==> src/hw/rtl/chip8_execute_unit_assert.svh <==
// Assertion macros shared by the execute unit RTL.
`ifndef CHIP8_EXECUTE_UNIT_ASSERT_SVH
`define CHIP8_EXECUTE_UNIT_ASSERT_SVH

// Same-cycle implication, checked on every rising clock edge out of reset.
`define C8EXU_ASSERT_NOW(label, ante, cons, msg) \
  label: assert property (@(posedge clk_i) disable iff (!rst_ni) (ante) |-> (cons)) \
    else $error(msg);

// Next-cycle implication.
`define C8EXU_ASSERT_NEXT(label, ante, cons, msg) \
  label: assert property (@(posedge clk_i) disable iff (!rst_ni) (ante) |=> (cons)) \
    else $error(msg);

`endif

==> src/hw/rtl/c8exu_pkg.sv <==
package c8exu_pkg;

  typedef enum logic [3:0] {
    KIND_LOADIMM  = 4'd0,
    KIND_SETINDEX = 4'd1,
    KIND_ADD      = 4'd2,
    KIND_SUB      = 4'd3,
    KIND_SUBN     = 4'd4,
    KIND_SHR      = 4'd5,
    KIND_SHL      = 4'd6,
    KIND_ADDINDEX = 4'd7,
    KIND_CALL     = 4'd8,
    KIND_RET      = 4'd9,
    KIND_EQREG    = 4'd10,
    KIND_EQIMM    = 4'd11,
    KIND_NEIMM    = 4'd12,
    KIND_BCD      = 4'd13,
    KIND_FETCH    = 4'd14
  } kind_e;

  typedef enum logic [1:0] {
    STATUS_OK       = 2'd0,
    STATUS_OVERFLOW = 2'd1,
    STATUS_EMPTY    = 2'd2,
    STATUS_BOUNDS   = 2'd3
  } status_e;

  typedef enum logic [2:0] {
    ST_IDLE,
    ST_EXEC,
    ST_FLAG,
    ST_BCD1,
    ST_BCD2
  } state_e;

  localparam logic [3:0]  FLAG_REG = 4'hF;
  localparam logic [15:0] PC_RESET = 16'h0200;

  typedef struct packed {
    logic       take_in;   // input beat accepted, RAM reads issued
    logic       load_out;  // result register loads this cycle
    logic       op_commit; // architectural update of the operation
    logic       flag_wr;   // VF write after the Vx write
    logic [1:0] digit;     // BCD digit being emitted
  } ctrl_t;

  typedef struct packed {
    logic [7:0] res;
    logic       flag;
    logic       wr_vx;
    logic       cond;
    logic [1:0] hund;
    logic [6:0] rem;
  } alu_res_t;

  // Tens and ones of a value below 100; 205/2048 stands in for 1/10.
  function automatic logic [7:0] bcd_split(input logic [6:0] val);
    logic [14:0] prod;
    logic [3:0]  tens;
    logic [6:0]  ones;
    prod = 15'(val) * 15'd205;
    tens = prod[14:11];
    ones = val - 7'(7'(tens) * 7'd10);
    return {tens, ones[3:0]};
  endfunction

endpackage

==> src/hw/rtl/c8exu_ram.sv <==
module c8exu_ram #(
  parameter int WIDTH = 8,
  parameter int DEPTH = 16
) (
  input  logic                     clk_i,
  input  logic                     we_i,
  input  logic [$clog2(DEPTH)-1:0] waddr_i,
  input  logic [WIDTH-1:0]         wdata_i,
  input  logic                     re_i,
  input  logic [$clog2(DEPTH)-1:0] raddr_i,
  output logic [WIDTH-1:0]         rdata_o
);

  logic [WIDTH-1:0] mem_q [DEPTH];
  logic [WIDTH-1:0] rdata_q;

  always_ff @(posedge clk_i) begin
    if (we_i) begin
      mem_q[waddr_i] <= wdata_i;
    end
    if (re_i) begin
      rdata_q <= mem_q[raddr_i];
    end
  end

  assign rdata_o = rdata_q;

endmodule

==> src/hw/rtl/c8exu_alu.sv <==
module c8exu_alu import c8exu_pkg::*; (
  input  kind_e      kind_i,
  input  logic [7:0] vx_i,
  input  logic [7:0] vy_i,
  input  logic [7:0] imm_i,
  output alu_res_t   res_o
);

  logic [8:0] sum;

  assign sum = {1'b0, vx_i} + {1'b0, vy_i};

  always_comb begin
    res_o = '0;
    unique case (kind_i)
      KIND_LOADIMM: begin
        res_o.res   = imm_i;
        res_o.wr_vx = 1'b1;
      end
      KIND_ADD: begin
        res_o.res   = sum[7:0];
        res_o.flag  = sum[8];
        res_o.wr_vx = 1'b1;
      end
      KIND_SUB: begin
        res_o.res   = vx_i - vy_i;
        res_o.flag  = (vx_i >= vy_i);
        res_o.wr_vx = 1'b1;
      end
      KIND_SUBN: begin
        res_o.res   = vy_i - vx_i;
        res_o.flag  = (vy_i >= vx_i);
        res_o.wr_vx = 1'b1;
      end
      KIND_SHR: begin
        res_o.res   = {1'b0, vx_i[7:1]};
        res_o.flag  = vx_i[0];
        res_o.wr_vx = 1'b1;
      end
      KIND_SHL: begin
        res_o.res   = {vx_i[6:0], 1'b0};
        res_o.flag  = vx_i[7];
        res_o.wr_vx = 1'b1;
      end
      KIND_EQREG: res_o.cond = (vx_i == vy_i);
      KIND_EQIMM: res_o.cond = (vx_i == imm_i);
      KIND_NEIMM: res_o.cond = (vx_i != imm_i);
      default: ;
    endcase

    // hundreds digit and remainder for BCD
    if (vx_i >= 8'd200) begin
      res_o.hund = 2'd2;
      res_o.rem  = 7'(vx_i - 8'd200);
    end else if (vx_i >= 8'd100) begin
      res_o.hund = 2'd1;
      res_o.rem  = 7'(vx_i - 8'd100);
    end else begin
      res_o.hund = 2'd0;
      res_o.rem  = vx_i[6:0];
    end
  end

endmodule

==> src/hw/rtl/c8exu_ctrl.sv <==
module c8exu_ctrl import c8exu_pkg::*; (
  input  logic  clk_i,
  input  logic  rst_ni,
  input  logic  in_valid_i,
  input  logic  out_free_i,
  input  kind_e kind_i,
  output ctrl_t ctrl_o
);

  state_e state_q, state_d;
  logic   has_flag;

  assign has_flag = (kind_i == KIND_ADD) || (kind_i == KIND_SUB) ||
                    (kind_i == KIND_SUBN) || (kind_i == KIND_SHR) ||
                    (kind_i == KIND_SHL);

  always_comb begin
    state_d = state_q;
    unique case (state_q)
      ST_IDLE: if (in_valid_i) state_d = ST_EXEC;
      ST_EXEC: begin
        if (out_free_i) begin
          if (has_flag) begin
            state_d = ST_FLAG;
          end else if (kind_i == KIND_BCD) begin
            state_d = ST_BCD1;
          end else begin
            state_d = ST_IDLE;
          end
        end
      end
      ST_FLAG: state_d = ST_IDLE;
      ST_BCD1: if (out_free_i) state_d = ST_BCD2;
      ST_BCD2: if (out_free_i) state_d = ST_IDLE;
      default: state_d = ST_IDLE;
    endcase
  end

  always_comb begin
    ctrl_o = '0;
    unique case (state_q)
      ST_IDLE: ctrl_o.take_in = in_valid_i;
      ST_EXEC: begin
        ctrl_o.load_out  = out_free_i;
        ctrl_o.op_commit = out_free_i;
      end
      ST_FLAG: ctrl_o.flag_wr = 1'b1;
      ST_BCD1: begin
        ctrl_o.load_out = out_free_i;
        ctrl_o.digit    = 2'd1;
      end
      ST_BCD2: begin
        ctrl_o.load_out = out_free_i;
        ctrl_o.digit    = 2'd2;
      end
      default: ;
    endcase
  end

  always_ff @(posedge clk_i or negedge rst_ni) begin
    if (!rst_ni) begin
      state_q <= ST_IDLE;
    end else begin
      state_q <= state_d;
    end
  end

endmodule

==> src/hw/rtl/chip8_execute_unit.sv <==
// Execute unit for a CHIP-8 style CPU. V0..VF sit in a register-file RAM
// (two copies written together, so Vx and Vy are read in the same cycle) and
// the return stack in a second RAM; both have a registered read.
// An item is accepted in ST_IDLE and executed in ST_EXEC; add, sub, subn,
// shr and shl then pass through ST_FLAG, because the flag goes into VF
// through the single write port after the Vx write; BCD passes through
// ST_BCD1 and ST_BCD2 and emits its three digit writes on consecutive beats.
// A stalled result beat holds execution in place. The input is taken only
// while no operation is in flight, which keeps register-file reads clear of
// pending writes. Results carry the program counter after the operation.
`include "chip8_execute_unit_assert.svh"

module chip8_execute_unit import c8exu_pkg::*; #(
  parameter int MEM_SIZE    = 4096,
  parameter int STACK_DEPTH = 16
) (
  input  logic        clk_i,
  input  logic        rst_ni,
  input  logic        s_axis_tvalid,
  output logic        s_axis_tready,
  input  logic [23:0] s_axis_tdata,  // reg_x[3:0], reg_y[7:4], immediate[19:8], zero
  input  logic [3:0]  s_axis_tuser,  // kind[3:0]
  output logic        m_axis_tvalid,
  input  logic        m_axis_tready,
  output logic [47:0] m_axis_tdata,  // status[1:0], cond[2], pc_out[18:3],
                                     // write_valid[19], write_addr[35:20],
                                     // write_data[43:36], zero
  output logic        m_axis_tlast   // last
);

  localparam int SAW = $clog2(STACK_DEPTH);
  localparam int DW  = $clog2(STACK_DEPTH + 1);

  ctrl_t    ctrl;
  alu_res_t alu;
  logic     out_free;

  kind_e       kind_q;
  logic [3:0]  x_q, y_q;
  logic [11:0] imm_q;
  logic        vx_ok_q, vy_ok_q;

  logic [15:0]   pc_q, pc_d;
  logic [15:0]   idx_q, idx_d;
  logic [DW-1:0] depth_q, depth_d, depth_dec;
  logic [15:0]   rf_valid_q, rf_valid_d;
  logic          flag_q;
  logic [6:0]    rem_q;
  logic [3:0]    ones_q;
  logic [7:0]    split;

  logic [7:0]  rfa_rdata, rfb_rdata, vx, vy;
  logic        rf_we;
  logic [3:0]  rf_waddr;
  logic [7:0]  rf_wdata;
  logic        stk_we;
  logic [15:0] stk_rdata;

  logic        m_valid_q, m_valid_d;
  logic [43:0] m_data_q, m_data_d;
  logic        m_last_q, m_last_d;

  status_e     status;
  logic        cond, wr_valid, last;
  logic [15:0] wr_addr;
  logic [7:0]  wr_data;

  assign out_free = !m_valid_q || m_axis_tready;

  c8exu_ctrl u_ctrl (
    .clk_i      (clk_i),
    .rst_ni     (rst_ni),
    .in_valid_i (s_axis_tvalid),
    .out_free_i (out_free),
    .kind_i     (kind_q),
    .ctrl_o     (ctrl)
  );

  assign s_axis_tready = ctrl.take_in;

  // operand registers, captured with the input beat
  always_ff @(posedge clk_i) begin
    if (ctrl.take_in) begin
      kind_q  <= kind_e'(s_axis_tuser);
      x_q     <= s_axis_tdata[3:0];
      y_q     <= s_axis_tdata[7:4];
      imm_q   <= s_axis_tdata[19:8];
      vx_ok_q <= rf_valid_q[s_axis_tdata[3:0]];
      vy_ok_q <= rf_valid_q[s_axis_tdata[7:4]];
    end
  end

  assign rf_we    = (ctrl.op_commit && alu.wr_vx) || ctrl.flag_wr;
  assign rf_waddr = ctrl.flag_wr ? FLAG_REG : x_q;
  assign rf_wdata = ctrl.flag_wr ? {7'd0, flag_q} : alu.res;

  c8exu_ram #(.WIDTH(8), .DEPTH(16)) u_rf_a (
    .clk_i   (clk_i),
    .we_i    (rf_we),
    .waddr_i (rf_waddr),
    .wdata_i (rf_wdata),
    .re_i    (ctrl.take_in),
    .raddr_i (s_axis_tdata[3:0]),
    .rdata_o (rfa_rdata)
  );

  c8exu_ram #(.WIDTH(8), .DEPTH(16)) u_rf_b (
    .clk_i   (clk_i),
    .we_i    (rf_we),
    .waddr_i (rf_waddr),
    .wdata_i (rf_wdata),
    .re_i    (ctrl.take_in),
    .raddr_i (s_axis_tdata[7:4]),
    .rdata_o (rfb_rdata)
  );

  // never-written registers read as zero
  assign vx = vx_ok_q ? rfa_rdata : 8'd0;
  assign vy = vy_ok_q ? rfb_rdata : 8'd0;

  always_comb begin
    rf_valid_d = rf_valid_q;
    if (rf_we) begin
      rf_valid_d[rf_waddr] = 1'b1;
    end
  end

  c8exu_alu u_alu (
    .kind_i (kind_q),
    .vx_i   (vx),
    .vy_i   (vy),
    .imm_i  (imm_q[7:0]),
    .res_o  (alu)
  );

  assign depth_dec = depth_q - DW'(1);

  c8exu_ram #(.WIDTH(16), .DEPTH(STACK_DEPTH)) u_stack (
    .clk_i   (clk_i),
    .we_i    (stk_we),
    .waddr_i (depth_q[SAW-1:0]),
    .wdata_i (pc_q),
    .re_i    (ctrl.take_in),
    .raddr_i (depth_dec[SAW-1:0]),
    .rdata_o (stk_rdata)
  );

  assign split = bcd_split(rem_q);

  // architectural update and result fields
  always_comb begin
    pc_d     = pc_q;
    idx_d    = idx_q;
    depth_d  = depth_q;
    stk_we   = 1'b0;
    status   = STATUS_OK;
    cond     = 1'b0;
    wr_valid = 1'b0;
    wr_addr  = 16'd0;
    wr_data  = 8'd0;
    last     = 1'b1;
    if (ctrl.op_commit) begin
      cond = alu.cond;
      unique case (kind_q)
        KIND_SETINDEX: idx_d = {4'd0, imm_q};
        KIND_ADDINDEX: idx_d = idx_q + {8'd0, vx};
        KIND_CALL: begin
          if (depth_q >= DW'(STACK_DEPTH)) begin
            status = STATUS_OVERFLOW;
          end else begin
            stk_we  = 1'b1;
            depth_d = depth_q + DW'(1);
            pc_d    = {4'd0, imm_q};
          end
        end
        KIND_RET: begin
          if (depth_q == '0) begin
            status = STATUS_EMPTY;
          end else begin
            depth_d = depth_dec;
            pc_d    = stk_rdata;
          end
        end
        KIND_FETCH: begin
          if ({1'b0, pc_q} >= 17'(MEM_SIZE)) begin
            status = STATUS_BOUNDS;
          end else begin
            pc_d = pc_q + 16'd2;
          end
        end
        KIND_BCD: begin
          wr_valid = 1'b1;
          wr_addr  = idx_q;
          wr_data  = {6'd0, alu.hund};
          last     = 1'b0;
        end
        default: ;
      endcase
    end else if (ctrl.digit == 2'd1) begin
      wr_valid = 1'b1;
      wr_addr  = idx_q + 16'd1;
      wr_data  = {4'd0, split[7:4]};
      last     = 1'b0;
    end else if (ctrl.digit == 2'd2) begin
      wr_valid = 1'b1;
      wr_addr  = idx_q + 16'd2;
      wr_data  = {4'd0, ones_q};
    end
  end

  assign m_data_d  = {wr_data, wr_addr, wr_valid, pc_d, cond, status};
  assign m_last_d  = last;
  assign m_valid_d = ctrl.load_out ? 1'b1 : (m_axis_tready ? 1'b0 : m_valid_q);

  always_ff @(posedge clk_i) begin
    if (ctrl.load_out) begin
      m_data_q <= m_data_d;
      m_last_q <= m_last_d;
    end
    if (ctrl.op_commit) begin
      flag_q <= alu.flag;
      rem_q  <= alu.rem;
    end
    if (ctrl.digit == 2'd1) begin
      ones_q <= split[3:0];
    end
  end

  always_ff @(posedge clk_i or negedge rst_ni) begin
    if (!rst_ni) begin
      pc_q       <= PC_RESET;
      idx_q      <= 16'd0;
      depth_q    <= '0;
      rf_valid_q <= '0;
      m_valid_q  <= 1'b0;
    end else begin
      pc_q       <= pc_d;
      idx_q      <= idx_d;
      depth_q    <= depth_d;
      rf_valid_q <= rf_valid_d;
      m_valid_q  <= m_valid_d;
    end
  end

  assign m_axis_tvalid = m_valid_q;
  assign m_axis_tdata  = {4'd0, m_data_q};
  assign m_axis_tlast  = m_last_q;

  `C8EXU_ASSERT_NOW(a_depth_bound, 1'b1, depth_q <= DW'(STACK_DEPTH), "stack depth beyond limit")
  `C8EXU_ASSERT_NOW(a_no_rf_overlap, ctrl.take_in, !rf_we, "register file read meets a write")
  `C8EXU_ASSERT_NEXT(a_push, stk_we, depth_q == DW'($past(depth_q) + DW'(1)), "push lost")
  `C8EXU_ASSERT_NEXT(a_flag_after_exec, ctrl.op_commit && kind_q == KIND_ADD, ctrl.flag_wr,
                     "flag write missing after add")

endmodule
==> config.mk <==
export PLATFORM = sky130hd
export DESIGN_NAME = chip8_execute_unit
export DESIGN_NICKNAME = d
export VERILOG_FILES = /design/src/hw/rtl/c8exu_pkg.sv /design/src/hw/rtl/c8exu_ram.sv /design/src/hw/rtl/c8exu_alu.sv /design/src/hw/rtl/c8exu_ctrl.sv /design/src/hw/rtl/chip8_execute_unit.sv
export VERILOG_INCLUDE_DIRS = /design/src /design/src/hw/rtl
export SDC_FILE = /design/constraint.sdc
export NUM_CORES = 1
export LEC_CHECK = 0
export ABC_AREA = 1
export BUFFER_PORTS_ARGS = -buffer_cell sky130_fd_sc_hd__buf_2
export CELL_PAD_IN_SITES_DETAIL_PLACEMENT = 1
export CELL_PAD_IN_SITES_GLOBAL_PLACEMENT = 1
export CORE_MARGIN = 3
export CORE_UTILIZATION = 50
export CTS_BUF_LIST = sky130_fd_sc_hd__clkbuf_4 sky130_fd_sc_hd__clkbuf_8 sky130_fd_sc_hd__clkbuf_16
export DETAILED_ROUTE_END_ITERATION = 12
export PLACE_DENSITY = 0.87
export REMOVE_ABC_BUFFERS = 1
export SETUP_SLACK_MARGIN = 0.2
export SLEW_MARGIN = 25
export SYNTH_ARGS = -nofsm -noshare
export SYNTH_HDL_FRONTEND = slang
export SYNTH_SLANG_ARGS = --single-unit
==> constraint.sdc <==
create_clock -name clk_i -period 9.8 [get_ports clk_i]
set_input_delay 1.96 -clock clk_i [delete_from_list [all_inputs] [get_ports clk_i]]
set_output_delay 1.96 -clock clk_i [all_outputs]
set_load 0.01 [all_outputs]
==> results.toml <==
[cts]
cts-root-buf = "clkbuf_16"
cts_hold_buf = 0
clock_path_buffers = 3
cts_buffers = 58
cts_resized = 0
post_cts_buffers = 0
clkTransAtPathRegs_ps = 70
cts_max_level = 2
cts_sinks = 548
clk_latency_ps = 640
cts_tree = "done"

[critical_path]
startpoint_type = "primary input"
cp.arrival_ps = 3220
crit_type = "primary input to output port"
crit_fanout = 55
cp.required_ps = 7840
cp-end-kind = "output port"

[floorplan]
rows = 84
initial_core_util_pct = 51.1
die_w_um = 239
io_pins = 83
die_h_um = 239
coreArea_um2 = 53200
die-area_um2 = 57200

[synthesis]
synth_top_family_by_area = "compound AO/OA/AOI/OAI gates"
synth-simple-area-share_pct = 13.7
ys_async_sr_fraction_pct = 10.4
synth.area.mux_share_pct = 1.22
yosysTopAreaCellShare_pct = 54.3
syn_area_um2 = 27200
synth_compound_area_share_pct = 14.5
yosysWarnings = 0
synth_flop_cell = "edfxtp_1"
synth-seq-cells = 548
ys_types = 50
syn_avg_cell_area_um2 = 10.2
synth.area.top_cells = "edfxtp_1 (54%), nand2_1 (5.9%), o21ai_0 (5.4%), dfrtp_1 (5.2%), nor2_1 (3.7%)"
synth-edff-count = 491
synthCells = 2672
synth_xor_area_share_pct = 0.576
synthAdderAreaFrac_pct = 4.69
synth_seq_area_share_pct = 59.5
synth_area_leader_cell = "edfxtp_1"

[timing]
setup_ws_ps = 4620
slew_violations = 0
fin_skew_ps = 53.7
rsz0062_at_grt = "no"
relSlewSlack_pct = 26.1
max_freq_ghz = 0.193
worstMarginPinSlew_ps = 1100
setup-tns-final_ps = 0
finalHoldViolations = 0
finalSetupViolCount = 0
finalCriticalPeriod_ps = 5180
period_share_pct = 52.8

[global_routing]
groute.usage.overall_pct = 29.7
antenna_found_initial = 2
grt_overflow = 0
grt_pass1_vias = 22422
grt_max_degree = 102
grt_pass1_wl_mm = 131

[routing]
viasPerCell = 6.27
vias = 21558
drc_errors = 0
antenna_left = 0
drt_wl_total_mm = 85.9
drt_iter0_drc = 2040
drt_pass1_iterations = 6
wire_per_inst_um = 25.0

[final_layout]
diodes = 0
final_util_pct = 56.8
drive_gt1_share_pct = 9.34
area_growth_syn_to_layout_pct = 11.1
finalNetCount = 2827

[place]
place.gp.congestion = 0.934
dp_slack_ps = 4620
dpl.hpwl_mm = 54.6
port_buffers = 70

[min_path]
holdCritPathClass = "register to register"

[run]
drv_cap = 0

[pwr]
power.leakage_nw = 11.8
vdd_drop_max_mv = 0.199
p_per_area_nw_per_um2 = 329

[status]
status = "finished, final reports clean"
-- where the power goes --
part,internal [mW],switching [mW],total (mW)
sequential,3.13,0.396,3.53
clock,1.35,0.968,2.31
combinational,1.27,2.81,4.08
-- cells by family after synthesis --
kind of cell,after synthesis
other,1
multiplexers,33
AO/OA/AOI/OAI,685
AND/OR/NAND/NOR,890
adder cells (fa/ha/maj),94
XOR/XNOR,17
buffers and inverters,404
flip-flops,548
-- synth_stat cells (all sizes together), types with 3 or more instances --
cell type  count
xor2          10
nor2         282
xnor2          7
nand3b         3
nor3          15
o221ai        25
a31oi          9
ha            81
buf           43
clkinv         4
a32oi          4
o31ai          5
a22oi          3
o21ai        303
o211ai       102
edfxtp       491
a22o           3
clkbuf        87
a21oi        165
fa            13
nand2        427
o21bai        13
dfrtp         56
nand4         26
o22ai         49
mux2i         33
nand3        130
inv          270
-- cells in the final DEF, fill, tap and decap left out, drive strengths merged, types with 3 or more instances in the layout --
cell type  instances
a22o               3
o211ai           102
clkbuf            79
nand3            130
clkinvlp           3
a32oi              4
mux2i             33
a21oi            165
clkinv            25
nand4             26
edfxtp           491
o221ai            25
o22ai             49
fa                13
ha                81
nor3              15
nor2             282
conb               8
nand2            427
o31ai              5
a31oi              9
dfrtp             56
a22oi              3
bufinv             5
buf               92
o21bai            13
inv              272
o21ai            303
nand3b             3
xnor2              7
xor2              10
-- routing by layer --
layer  GRT usage [%]  wire [um]  share of wire (%)  up-vias
met1            37.3      33200                 39    10707
met2            51.2      42200                 49     1086
li1                -          -                  -     9498
met5               0         13              0.015        -
met3            5.27       6910                8.0      265
met4            12.2       3520                4.1        2
-- worst paths after layout --
kind | from | end | slack, ps | depth (start not counted)
setup / recovery | s_axis_tvalid | s_axis_tready | 4620 | 5
hold / removal | u_stack.rdata_o[15]$_DFFE_PP_ | pc_q[15]$_DFF_PN0_ | 480 | 1
setup reg to reg | rem_q[4]$_DFFE_PP_ | ones_q[3]$_DFFE_PP_ | 5250 | 24
hold reg to reg | u_stack.rdata_o[15]$_DFFE_PP_ | pc_q[15]$_DFF_PN0_ | 480 | 1
max in group asynchronous | rst_ni | depth_q[0]$_DFFE_PN0P_ | 7560 | 2
min in group asynchronous | rst_ni | pc_q[8]$_DFF_PN0_ | 1530 | 2
-- through the flow --
stage	total power [mW]	cell area [um^2]	cells	hold slack, ps
final	9.93	30200	3439	476
after CTS	9.90	30200	3439	465
after floorplan	6.11	26600	2549	439
after global placement	7.19	28100	3329	454
after global routing	10.5	30200	3439	503
after detailed placement	7.51	28100	3329	465
-- critical path: stages --
cell,delay [ps]
buf_2,110
inv_1,70
nor2_4,90
buf_4,640
buf_2,270
-- area by class of cell --
cell class | count | area (um^2)
Tap cell | 688 | 861
Clock inverter | 31 | 342
Fill cell | 5728 | 23000
Multi-Input combinational cell | 1727 | 9580
Sequential cell | 548 | 16200
Timing Repair Buffer | 92 | 524
Clock buffer | 79 | 1690
Inverter | 274 | 1030
-- registers in the layout, indices dropped and copies added (netlist names), 3 cells and up --
| signal | flops |
|---|---|
| depth_q | 5 |
| idx_q | 16 |
| imm_q | 12 |
| kind_q | 4 |
| m_data_q | 40 |
| ones_q | 4 |
| pc_q | 16 |
| rem_q | 7 |
| rf_valid_q | 16 |
| u_ctrl.state_q | 3 |
| u_rf_a.rdata_o | 8 |
| u_rf_b.mem_q | 128 |
| u_rf_b.rdata_o | 8 |
| u_stack.mem_q | 256 |
| u_stack.rdata_o | 16 |
| x_q | 4 |
Power figures use the tool's default switching activity.
